`src/hdl/eatc_pkg.sv`:
```
// Package for the event activity threshold counter.
// Holds field widths, function and register codes, and the accumulator types.
// No dependencies.
package eatc_pkg;

    // Number of pt thresholds and field widths
    localparam int NUM_THR     = 4;
    localparam int THR_W       = 16;
    localparam int COUNT_W     = 16;
    localparam int SUM_W       = 32;
    localparam int ETA_W       = 13;
    localparam int PHI_W       = 12;
    localparam int WIN_W       = 14;
    localparam int GAP_W       = 12;
    localparam int VETO_W      = 26;
    localparam int PT_W        = 16;
    localparam int FUNC_W      = 2;
    localparam int IDX_W       = 2;
    localparam int CFG_IDX_W   = 3;
    localparam int CFG_DATA_W  = 64;
    localparam int IN_TDATA_W  = 88;
    localparam int OUT_TDATA_W = 96;

    // Squared-distance widths: |deta| <= 8191, |dphi| <= 1608 after wrap
    localparam int ADE_W  = 13;
    localparam int ADP_W  = 11;
    localparam int SQE_W  = 26;
    localparam int SQP_W  = 22;
    localparam int DIST_W = 27;

    // Phi wrap constants, units of 1/512 rad
    localparam logic signed [13:0] PHI_HALF   = 14'sd1608;
    localparam logic signed [13:0] PHI_TWO_PI = 14'sd3217;

    // Accumulator memory: one row holds every threshold
    localparam int ACC_DEPTH  = 1;
    localparam int ACC_ADDR_W = 1;

    typedef enum logic [FUNC_W-1:0] {
        FUNC_START    = 2'd0,
        FUNC_PARTICLE = 2'd1,
        FUNC_JET      = 2'd2,
        FUNC_CLOSE    = 2'd3
    } t_func;

    typedef enum logic [CFG_IDX_W-1:0] {
        CFG_ETA_GAP      = 3'd0,
        CFG_VETO_SQ      = 3'd1,
        CFG_CHARGED_THR  = 3'd2,
        CFG_PARTICLE_THR = 3'd3,
        CFG_JET_THR      = 3'd4
    } t_cfg_reg;

    // One result; charged_count sits in the lowest bits
    typedef struct packed {
        logic [COUNT_W-1:0] jet_count;
        logic [SUM_W-1:0]   particle_sum;
        logic [SUM_W-1:0]   charged_sum;
        logic [COUNT_W-1:0] charged_count;
    } t_acc_row;

    typedef t_acc_row [NUM_THR-1:0] t_acc_bank;

    // Item fields carried down the pipeline
    typedef struct packed {
        t_func              func;
        logic [PT_W-1:0]    et;
        logic               charged;
        logic [NUM_THR-1:0] cmask;
        logic [NUM_THR-1:0] pmask;
        logic [NUM_THR-1:0] jmask;
    } t_item;

endpackage

```
`src/hdl/eatc_ram.sv`:
```
// Generic single-clock RAM, one write port and one registered read port.
// Width and depth are parameters. No dependencies.
module eatc_ram #(
    parameter int WIDTH = 8,
    parameter int DEPTH = 2
) (
    input  logic                                         i_clk,
    input  logic                                         i_we,
    input  logic [((DEPTH > 1) ? $clog2(DEPTH) : 1)-1:0] i_waddr,
    input  logic [WIDTH-1:0]                             i_wdata,
    input  logic                                         i_re,
    input  logic [((DEPTH > 1) ? $clog2(DEPTH) : 1)-1:0] i_raddr,
    output logic [WIDTH-1:0]                             o_rdata
);

    logic [WIDTH-1:0] r_mem [0:DEPTH-1];
    logic [WIDTH-1:0] r_rdata;

    // Write port, read port returns old data on a same-cycle write
    always_ff @(posedge i_clk) begin
        if (i_we) begin
            r_mem[i_waddr] <= i_wdata;
        end
        if (i_re) begin
            r_rdata <= r_mem[i_raddr];
        end
    end

    assign o_rdata = r_rdata;

endmodule

```
`src/hdl/event_activity_threshold_counter_unit.sv`:
```
// Event activity threshold counter, top level.
// A close snapshots the row at stage 3; results leave one per cycle while m_axis_tready is high.
// Throughput: one item per cycle; a close holds the output for its NUM_THR results, and a
// second close stalls at the update stage until the previous results are drained.
// Accumulators live in a one-row RAM updated read-modify-write with forwarding of the last write.
// Reset (synchronous, active low) clears config, legs, window and the accumulator valid flag.
module event_activity_threshold_counter_unit (
    input  logic                               i_clk,
    input  logic                               i_rst_n,
    // Item input
    input  logic                               s_axis_tvalid,
    output logic                               s_axis_tready,
    // eta[12:0] phi[24:13] eta_second[37:25] phi_second[49:38] pt[65:50] et[81:66]
    // charged[82], zero pad above
    input  logic [eatc_pkg::IN_TDATA_W-1:0]    s_axis_tdata,
    // func[1:0]
    input  logic [eatc_pkg::FUNC_W-1:0]        s_axis_tuser,
    // Result output
    output logic                               m_axis_tvalid,
    input  logic                               m_axis_tready,
    // charged_count[15:0] charged_et_sum[47:16] particle_et_sum[79:48] jet_count[95:80]
    output logic [eatc_pkg::OUT_TDATA_W-1:0]   m_axis_tdata,
    // threshold_index[1:0]
    output logic [eatc_pkg::IDX_W-1:0]         m_axis_tuser,
    output logic                               m_axis_tlast,
    // Configuration write
    input  logic                               i_cfg_valid,
    output logic                               o_cfg_ready,
    input  logic [eatc_pkg::CFG_IDX_W-1:0]     i_cfg_index,
    input  logic [eatc_pkg::CFG_DATA_W-1:0]    i_cfg_data
);

    // Configuration registers
    logic [eatc_pkg::GAP_W-1:0]             r_eta_gap;
    logic [eatc_pkg::VETO_W-1:0]            r_veto_sq;
    logic [eatc_pkg::NUM_THR*eatc_pkg::THR_W-1:0] r_cthr;
    logic [eatc_pkg::NUM_THR*eatc_pkg::THR_W-1:0] r_pthr;
    logic [eatc_pkg::NUM_THR*eatc_pkg::THR_W-1:0] r_jthr;

    // Event legs and eta window
    logic signed [eatc_pkg::ETA_W-1:0] r_leg1_eta, r_leg2_eta;
    logic signed [eatc_pkg::PHI_W-1:0] r_leg1_phi, r_leg2_phi;
    logic signed [eatc_pkg::WIN_W-1:0] r_win_lo, r_win_hi;

    // Pipeline registers
    logic                             r_s1_vld, r_s2_vld, r_s3_vld;
    eatc_pkg::t_item                  r_s1_item, r_s2_item, r_s3_item;
    logic                             r_s1_win, r_s2_win, r_s3_keep;
    logic [eatc_pkg::ADE_W-1:0]       r_s1_ade1, r_s1_ade2;
    logic [eatc_pkg::ADP_W-1:0]       r_s1_adp1, r_s1_adp2;
    logic [eatc_pkg::SQE_W-1:0]       r_s2_sqe1, r_s2_sqe2;
    logic [eatc_pkg::SQP_W-1:0]       r_s2_sqp1, r_s2_sqp2;

    // Accumulator memory control
    logic                             r_acc_vld;
    logic                             r_fwd_vld;
    eatc_pkg::t_acc_bank              r_fwd_row;
    eatc_pkg::t_acc_bank              ram_rdata;

    // Output snapshot
    eatc_pkg::t_acc_bank              r_snap;
    logic                             r_busy, n_busy;
    logic [eatc_pkg::IDX_W-1:0]       r_idx, n_idx;

    // Input decode
    eatc_pkg::t_func                   in_func;
    logic signed [eatc_pkg::ETA_W-1:0] in_eta, in_eta2;
    logic signed [eatc_pkg::PHI_W-1:0] in_phi, in_phi2;
    logic [eatc_pkg::PT_W-1:0]         in_pt, in_et;
    logic                              in_chg;

    logic                              en, acc, out_take, last_take;
    logic signed [eatc_pkg::ETA_W-1:0] leg_lo, leg_hi;
    logic signed [eatc_pkg::WIN_W-1:0] eta_x, n_win_lo, n_win_hi;
    eatc_pkg::t_item                   s0_item;
    logic [eatc_pkg::DIST_W-1:0]       dist1, dist2;
    logic                              s2_keep;
    eatc_pkg::t_acc_bank               cur_row, upd_row, new_row;
    logic                              wr, ld;

    // |a - b| of two etas, 14-bit difference
    function automatic logic [eatc_pkg::ADE_W-1:0] eta_abs_diff(
        input logic signed [eatc_pkg::ETA_W-1:0] a,
        input logic signed [eatc_pkg::ETA_W-1:0] b
    );
        logic signed [eatc_pkg::WIN_W-1:0] d;
        d = $signed({a[eatc_pkg::ETA_W-1], a}) - $signed({b[eatc_pkg::ETA_W-1], b});
        return d[eatc_pkg::WIN_W-1] ? eatc_pkg::ADE_W'(-d) : eatc_pkg::ADE_W'(d);
    endfunction

    // |a - b| of two phis after wrapping into [-1608, 1608]; one step suffices
    function automatic logic [eatc_pkg::ADP_W-1:0] phi_abs_diff(
        input logic signed [eatc_pkg::PHI_W-1:0] a,
        input logic signed [eatc_pkg::PHI_W-1:0] b
    );
        logic signed [13:0] d;
        logic signed [13:0] w;
        d = $signed({{2{a[eatc_pkg::PHI_W-1]}}, a}) - $signed({{2{b[eatc_pkg::PHI_W-1]}}, b});
        if (d > eatc_pkg::PHI_HALF) begin
            w = d - eatc_pkg::PHI_TWO_PI;
        end else if (d < -eatc_pkg::PHI_HALF) begin
            w = d + eatc_pkg::PHI_TWO_PI;
        end else begin
            w = d;
        end
        return w[13] ? eatc_pkg::ADP_W'(-w) : eatc_pkg::ADP_W'(w);
    endfunction

    // Field unpacking
    assign in_func = eatc_pkg::t_func'(s_axis_tuser);
    assign in_eta  = s_axis_tdata[12:0];
    assign in_phi  = s_axis_tdata[24:13];
    assign in_eta2 = s_axis_tdata[37:25];
    assign in_phi2 = s_axis_tdata[49:38];
    assign in_pt   = s_axis_tdata[65:50];
    assign in_et   = s_axis_tdata[81:66];
    assign in_chg  = s_axis_tdata[82];

    // Handshake: whole pipeline holds only while a close waits for the output
    assign out_take  = m_axis_tvalid && m_axis_tready;
    assign last_take = out_take && (r_idx == eatc_pkg::IDX_W'(eatc_pkg::NUM_THR - 1));
    assign en = !(r_s3_vld && (r_s3_item.func == eatc_pkg::FUNC_CLOSE) && r_busy && !last_take);
    assign s_axis_tready = en;
    assign acc = s_axis_tvalid && en;
    assign o_cfg_ready = 1'b1;

    // Configuration writes
    always_ff @(posedge i_clk) begin
        if (!i_rst_n) begin
            r_eta_gap <= '0;
            r_veto_sq <= '0;
            r_cthr    <= '0;
            r_pthr    <= '0;
            r_jthr    <= '0;
        end else if (i_cfg_valid) begin
            case (eatc_pkg::t_cfg_reg'(i_cfg_index))
                eatc_pkg::CFG_ETA_GAP:      r_eta_gap <= i_cfg_data[eatc_pkg::GAP_W-1:0];
                eatc_pkg::CFG_VETO_SQ:      r_veto_sq <= i_cfg_data[eatc_pkg::VETO_W-1:0];
                eatc_pkg::CFG_CHARGED_THR:  r_cthr <= i_cfg_data;
                eatc_pkg::CFG_PARTICLE_THR: r_pthr <= i_cfg_data;
                eatc_pkg::CFG_JET_THR:      r_jthr <= i_cfg_data;
                default: ;
            endcase
        end
    end

    // Stage 0: window from new legs, window test and threshold compares
    always_comb begin
        leg_lo   = (in_eta < in_eta2) ? in_eta : in_eta2;
        leg_hi   = (in_eta < in_eta2) ? in_eta2 : in_eta;
        n_win_lo = $signed({leg_lo[eatc_pkg::ETA_W-1], leg_lo}) - $signed({2'b00, r_eta_gap});
        n_win_hi = $signed({leg_hi[eatc_pkg::ETA_W-1], leg_hi}) + $signed({2'b00, r_eta_gap});
        eta_x    = $signed({in_eta[eatc_pkg::ETA_W-1], in_eta});
        s0_item.func    = in_func;
        s0_item.et      = in_et;
        s0_item.charged = in_chg;
        for (int i = 0; i < eatc_pkg::NUM_THR; i++) begin
            s0_item.cmask[i] = in_pt > r_cthr[i*eatc_pkg::THR_W +: eatc_pkg::THR_W];
            s0_item.pmask[i] = in_pt > r_pthr[i*eatc_pkg::THR_W +: eatc_pkg::THR_W];
            s0_item.jmask[i] = in_pt > r_jthr[i*eatc_pkg::THR_W +: eatc_pkg::THR_W];
        end
    end

    // Legs and window load on a start item
    always_ff @(posedge i_clk) begin
        if (!i_rst_n) begin
            r_leg1_eta <= '0;
            r_leg1_phi <= '0;
            r_leg2_eta <= '0;
            r_leg2_phi <= '0;
            r_win_lo   <= '0;
            r_win_hi   <= '0;
        end else if (acc && (in_func == eatc_pkg::FUNC_START)) begin
            r_leg1_eta <= in_eta;
            r_leg1_phi <= in_phi;
            r_leg2_eta <= in_eta2;
            r_leg2_phi <= in_phi2;
            r_win_lo   <= n_win_lo;
            r_win_hi   <= n_win_hi;
        end
    end

    // Pipeline valids
    always_ff @(posedge i_clk) begin
        if (!i_rst_n) begin
            r_s1_vld <= 1'b0;
            r_s2_vld <= 1'b0;
            r_s3_vld <= 1'b0;
        end else if (en) begin
            r_s1_vld <= acc;
            r_s2_vld <= r_s1_vld;
            r_s3_vld <= r_s2_vld;
        end
    end

    // Distance terms, squares, then veto decision
    assign dist1   = eatc_pkg::DIST_W'(r_s2_sqe1) + eatc_pkg::DIST_W'(r_s2_sqp1);
    assign dist2   = eatc_pkg::DIST_W'(r_s2_sqe2) + eatc_pkg::DIST_W'(r_s2_sqp2);
    assign s2_keep = r_s2_win && (dist1 > eatc_pkg::DIST_W'(r_veto_sq))
                     && (dist2 > eatc_pkg::DIST_W'(r_veto_sq));

    always_ff @(posedge i_clk) begin
        if (en) begin
            r_s1_item <= s0_item;
            r_s1_win  <= (eta_x > r_win_lo) && (eta_x < r_win_hi);
            r_s1_ade1 <= eta_abs_diff(in_eta, r_leg1_eta);
            r_s1_ade2 <= eta_abs_diff(in_eta, r_leg2_eta);
            r_s1_adp1 <= phi_abs_diff(in_phi, r_leg1_phi);
            r_s1_adp2 <= phi_abs_diff(in_phi, r_leg2_phi);
            r_s2_item <= r_s1_item;
            r_s2_win  <= r_s1_win;
            r_s2_sqe1 <= eatc_pkg::SQE_W'(r_s1_ade1) * eatc_pkg::SQE_W'(r_s1_ade1);
            r_s2_sqe2 <= eatc_pkg::SQE_W'(r_s1_ade2) * eatc_pkg::SQE_W'(r_s1_ade2);
            r_s2_sqp1 <= eatc_pkg::SQP_W'(r_s1_adp1) * eatc_pkg::SQP_W'(r_s1_adp1);
            r_s2_sqp2 <= eatc_pkg::SQP_W'(r_s1_adp2) * eatc_pkg::SQP_W'(r_s1_adp2);
            r_s3_item <= r_s2_item;
            r_s3_keep <= s2_keep;
        end
    end

    // Accumulator memory, read every cycle
    eatc_ram #(
        .WIDTH ($bits(eatc_pkg::t_acc_bank)),
        .DEPTH (eatc_pkg::ACC_DEPTH)
    ) u_acc_ram (
        .i_clk   (i_clk),
        .i_we    (wr),
        .i_waddr ({eatc_pkg::ACC_ADDR_W{1'b0}}),
        .i_wdata (new_row),
        .i_re    (1'b1),
        .i_raddr ({eatc_pkg::ACC_ADDR_W{1'b0}}),
        .o_rdata (ram_rdata)
    );

    // Stage 3: current row (forward last write, unwritten row reads zero), then update
    always_comb begin
        logic [eatc_pkg::SUM_W:0] s;
        s = '0;
        if (r_fwd_vld) begin
            cur_row = r_fwd_row;
        end else if (r_acc_vld) begin
            cur_row = ram_rdata;
        end else begin
            cur_row = '0;
        end
        upd_row = cur_row;
        for (int i = 0; i < eatc_pkg::NUM_THR; i++) begin
            if (r_s3_item.func == eatc_pkg::FUNC_PARTICLE) begin
                if (r_s3_item.charged && r_s3_item.cmask[i]) begin
                    if (cur_row[i].charged_count != '1) begin
                        upd_row[i].charged_count = cur_row[i].charged_count + 1'b1;
                    end
                    s = {1'b0, cur_row[i].charged_sum} + (eatc_pkg::SUM_W + 1)'(r_s3_item.et);
                    upd_row[i].charged_sum = s[eatc_pkg::SUM_W] ? '1 : s[eatc_pkg::SUM_W-1:0];
                end
                if (r_s3_item.pmask[i]) begin
                    s = {1'b0, cur_row[i].particle_sum} + (eatc_pkg::SUM_W + 1)'(r_s3_item.et);
                    upd_row[i].particle_sum = s[eatc_pkg::SUM_W] ? '1 : s[eatc_pkg::SUM_W-1:0];
                end
            end else if (r_s3_item.func == eatc_pkg::FUNC_JET) begin
                if (r_s3_item.jmask[i] && (cur_row[i].jet_count != '1)) begin
                    upd_row[i].jet_count = cur_row[i].jet_count + 1'b1;
                end
            end
        end
        if (r_s3_item.func == eatc_pkg::FUNC_START) begin
            new_row = '0;
        end else if (r_s3_keep) begin
            new_row = upd_row;
        end else begin
            new_row = cur_row;
        end
        wr = r_s3_vld && en && (r_s3_item.func != eatc_pkg::FUNC_CLOSE);
        ld = r_s3_vld && en && (r_s3_item.func == eatc_pkg::FUNC_CLOSE);
    end

    // Write tracking and forwarding register
    always_ff @(posedge i_clk) begin
        if (!i_rst_n) begin
            r_acc_vld <= 1'b0;
            r_fwd_vld <= 1'b0;
        end else begin
            r_acc_vld <= r_acc_vld || wr;
            r_fwd_vld <= wr;
        end
    end

    always_ff @(posedge i_clk) begin
        if (wr) begin
            r_fwd_row <= new_row;
        end
        if (ld) begin
            r_snap <= cur_row;
        end
    end

    // Result sequencer over the snapshot
    always_comb begin
        n_busy = r_busy;
        n_idx  = r_idx;
        if (ld) begin
            n_busy = 1'b1;
            n_idx  = '0;
        end else if (last_take) begin
            n_busy = 1'b0;
        end else if (out_take) begin
            n_idx = r_idx + 1'b1;
        end
    end

    always_ff @(posedge i_clk) begin
        if (!i_rst_n) begin
            r_busy <= 1'b0;
            r_idx  <= '0;
        end else begin
            r_busy <= n_busy;
            r_idx  <= n_idx;
        end
    end

    assign m_axis_tvalid = r_busy;
    assign m_axis_tdata  = r_snap[r_idx];
    assign m_axis_tuser  = r_idx;
    assign m_axis_tlast  = (r_idx == eatc_pkg::IDX_W'(eatc_pkg::NUM_THR - 1));

endmodule
```
`config.mk`:
```
export PLATFORM = sky130hd
export DESIGN_NAME = event_activity_threshold_counter_unit
export DESIGN_NICKNAME = d
export VERILOG_FILES = /design/src/hdl/eatc_pkg.sv /design/src/hdl/eatc_ram.sv /design/src/hdl/event_activity_threshold_counter_unit.sv
export SDC_FILE = /design/constraint.sdc
export NUM_CORES = 2
export LEC_CHECK = 0
export ABC_CLOCK_PERIOD_IN_PS = 51200
export BUFFER_PORTS_ARGS = -buffer_cell sky130_fd_sc_hd__buf_2
export CAP_MARGIN = 40
export CORE_ASPECT_RATIO = 0.6
export CORE_MARGIN = 2
export CORE_UTILIZATION = 40
export DETAILED_ROUTE_END_ITERATION = 10
export PLACE_DENSITY = 0.54
export SLEW_MARGIN = 0
export SYNTH_ARGS = -nofsm -noshare
export SYNTH_HDL_FRONTEND = slang
export SYNTH_SLANG_ARGS = --single-unit
```
`constraint.sdc`:
```
create_clock -name i_clk -period 51.2 [get_ports i_clk]
set_clock_uncertainty 0.15 [all_clocks]
set_input_delay 2.56 -clock i_clk [delete_from_list [all_inputs] [get_ports i_clk]]
set_output_delay 2.56 -clock i_clk [all_outputs]
set_load 0.005 [all_outputs]
```
==> flow_metrics.py <==
metrics = {
    "setup_path": {
        "required_ns": 51.79,
        "reg2reg_depth": 18,
        "startpoint": "s_axis_tdata[1]",
        "critPathLaunchType": "input pin",
        "r2r-end": "r_fwd_row[326]$_SDFFCE_PN0P_",
        "setup.worst_path.end": "r_win_lo[12]$_SDFFE_PN0P_",
        "cp-end-kind": "flop",
        "critPathMaxStageDelay_ns": 0.55,
        "rrSetupSlack_ns": 44.38,
        "crit_arrival_ns": 8.14,
        "crit_path_max_fanout": 38,
        "worstSetupPathType": "in -> reg",
        "crit_path_top_delay_cell": "o221a_2",
        "timing.rr.start": "r_acc_vld$_SDFF_PN0_",
    },
    "logic_synthesis": {
        "synth-main-ff-cell": "edfxtp_1",
        "ys_ff_latch": 1704,
        "avgSynthCellArea_um2": 10.2,
        "async_flop_share_pct": 0,
        "syn_area_um2": 99800,
        "ys_seq_area_share_pct": 44.2,
        "synth_cells": 9766,
        "synth-edff-count": 1004,
        "netlist-cell-type-count": 110,
        "yosysWarnings": 0,
    },
    "clocking": {
        "worstSkewPairLatency_ns": 0.88,
        "cts_max_level": 4,
        "cts_buffer_depth": 4,
        "clkSlewWorstSetupHoldPaths_ns": 0.07,
        "cts_root_buf": "clkbuf_16",
        "cts.sinks": 1704,
        "cts_tree": "yes",
        "ctsHoldBuffers": 0,
        "cts_setup_buffers": 0,
        "cts-resized-gates": 0,
        "cts_buffers": 176,
    },
    "die": {
        "io-pin-count": 264,
        "initial_utilization_pct": 40.4,
        "dieArea_um2": 254000,
        "die_w_um": 649,
        "rows": 141,
        "core_area_um2": 247000,
        "fp.dieH_um": 391,
    },
    "cells_and_area": {
        "register_area_um2": 44200,
        "fillers": 23300,
        "drive_above_1_share_pct": 8.38,
        "final_area_um2": 110000,
        "final_cells": 13300,
        "multiInputGateArea_um2": 49900,
        "area_growth_pct": 10.5,
        "nNetsFinal": 11200,
    },
    "sta": {
        "fmaxAchievable_ghz": 0.132,
        "setup_viol": 0,
        "slew_violations": 0,
        "fin_ws_ns": 43.65,
        "tightest_slew_ns": 1.15,
        "finalCriticalPeriod_ns": 7.55,
        "grt_setup_unrepaired": "false",
        "finalCritPeriodShare_pct": 14.7,
        "finalHoldViolations": 0,
        "tns_ns": 0,
        "timing.slew.headroom_pct": 23.2,
    },
    "worst_hold_path": {
        "hp-class": "reg -> reg",
        "worst_hold_path.num_cells": 0,
    },
    "route": {
        "routed_via_density": 5.54,
        "vias": 74000,
        "wl_per_cell_um": 21.9,
        "ant_nets": 0,
        "dr.first_iter.drc_count": 6692,
        "drc_errors": 0,
        "drt_wl_total_mm": 293,
        "dr.pass1.iters": 5,
    },
    "run": {
        "maxCapViolCount": 0,
    },
    "grt": {
        "grt_max_degree": 191,
        "antenna_found_initial": 56,
        "grt_pass1_vias": 69900,
        "grt_use_total_pct": 22.5,
        "grt_pass1_wl_mm": 439,
        "grt_overflow": 0,
    },
    "placement": {
        "dp_cells": 13000,
        "gp_congestion": 0.890,
        "pre_cts_ws_ns": 42.84,
        "dp_hpwl_mm": 210,
        "io_buffers": 257,
        "postPlaceCellArea_um2": 105000,
    },
    "status": {
        "status": "finished clean",
    },
}
==> registers in the layout, summed over array words and instances, names as in the netlist, 26 cells and up <==
name and flops:
r_veto_sq 26, r_s2_item 31, r_cthr 64, r_s1_item 31, u_acc_ram.o_rdata 384, r_pthr 64, r_fwd_row 368, r_s3_item 31
r_snap 384, r_jthr 64
==> worst max-delay path: cells and delay by family <==
family,cells,cell delay [ns]
AO/OA/AOI/OAI,16,3.81
XOR/XNOR,1,0.18
adder cells (fa/ha/maj),3,0.91
buffers and inverters,2,0.37
AND/OR/NAND/NOR,3,0.27
==> Yosys cell counts (17+ instances only) <==
cell type,instances,share of area (%)
o21bai_1,47,0.35
nor2_1,496,1.9
ha_1,788,9.9
edfxtp_1,1004,30
o21ai_1,21,0.11
inv_1,1115,4.2
nand3_1,176,0.88
o41ai_1,20,0.18
buf_1,28,0.11
nor3_1,178,0.89
buf_2,40,0.20
o221a_2,17,0.19
xor2_1,123,1.1
a21oi_1,741,3.7
o21ai_0,380,1.9
mux4_2,96,2.2
fa_1,332,6.7
nand2b_1,77,0.48
a31oi_1,68,0.43
or2_2,34,0.21
a22oi_1,87,0.65
a21o_1,138,1.0
nor3b_1,25,0.19
xnor2_1,291,2.6
clkbuf_1,286,1.1
nand4_1,90,0.56
buf_4,19,0.14
nor4_1,32,0.20
dfxtp_1,700,14
or3_1,56,0.35
o31ai_1,39,0.29
nand2_1,1074,4.0
o22ai_1,17,0.11
and2_1,159,1.0
nor2b_1,102,0.64
a22o_1,254,2.2
a21boi_0,20,0.15
and3_1,61,0.38
o211ai_1,34,0.26
o21a_1,86,0.65
a311oi_1,30,0.26
mux2i_1,20,0.20
a211oi_1,112,0.84
mux2_2,18,0.20
==> cell families after synthesis <==
group	synth area share, %
other	0.00752
multiplexers	2.57
buffers and inverters	5.84
XOR/XNOR	3.68
adder cells (fa/ha/maj)	16.5
AND/OR/NAND/NOR	12.3
AO/OA/AOI/OAI	14.8
flip-flops	44.2
==> routing by layer <==
| layer | vias to the layer above | share of wire, % | global-route usage (%) |
|---|---|---|---|
| met5 | - | 0.045 | 0 |
| met4 | 20 | 1.8 | 4.32 |
| met3 | 359 | 8.6 | 4.54 |
| met2 | 2539 | 39 | 30.4 |
| met1 | 36300 | 51 | 36.3 |
| li1 | 34800 | - | - |
==> worst min-delay path by stage <==
stage,startpoint,to,slack (ns)
floorplan,r_fwd_row[318]$_SDFFCE_PN0P_,u_acc_ram.o_rdata[318]$_DFF_P_,0.20
global placement,r_fwd_row[59]$_SDFFCE_PN0P_,u_acc_ram.o_rdata[59]$_DFF_P_,0.20
detailed placement,r_fwd_row[253]$_SDFFCE_PN0P_,u_acc_ram.o_rdata[253]$_DFF_P_,0.21
CTS,r_fwd_row[214]$_SDFFCE_PN0P_,u_acc_ram.o_rdata[214]$_DFF_P_,0.19
global route,r_fwd_row[24]$_SDFFCE_PN0P_,u_acc_ram.o_rdata[24]$_DFF_P_,0.20
finish,r_fwd_row[214]$_SDFFCE_PN0P_,u_acc_ram.o_rdata[214]$_DFF_P_,0.17
==> metrics by stage <==
step	util (%)	hold WS (ns)
floorplan	-	0.198
global route	44.6	0.203
finish	44.6	0.172
CTS	44.6	0.186
detailed placement	42.3	0.206
global placement	42.2	0.201
==> area by class of cell <==
type | instances | share of cell area, %
diodes | 11 | 0.0250
clock buffers | 248 | 4.50
clock inverters | 68 | 0.665
inverters | 1115 | 3.80
multi-input cells | 6564 | 45.2
flip-flops and latches | 1704 | 40.0
well taps | 3289 | 3.73
repair buffers | 349 | 1.99
==> cell usage in the layout, fill, tap and decap left out, drive strengths merged, types with 248 or more instances in the layout <==
| cell | count |
|---|---|
| fa | 332 |
| nand2 | 1075 |
| ha | 788 |
| edfxtp | 1004 |
| dfxtp | 700 |
| a21oi | 744 |
| nor2 | 499 |
| clkbuf | 248 |
| a22o | 259 |
| xnor2 | 294 |
| inv | 1121 |
| buf | 349 |
| o21ai | 402 |
Power is left out: the tool's default activity adds up to more than one toggle a clock period on the data nets, which glitch-free logic cannot reach.
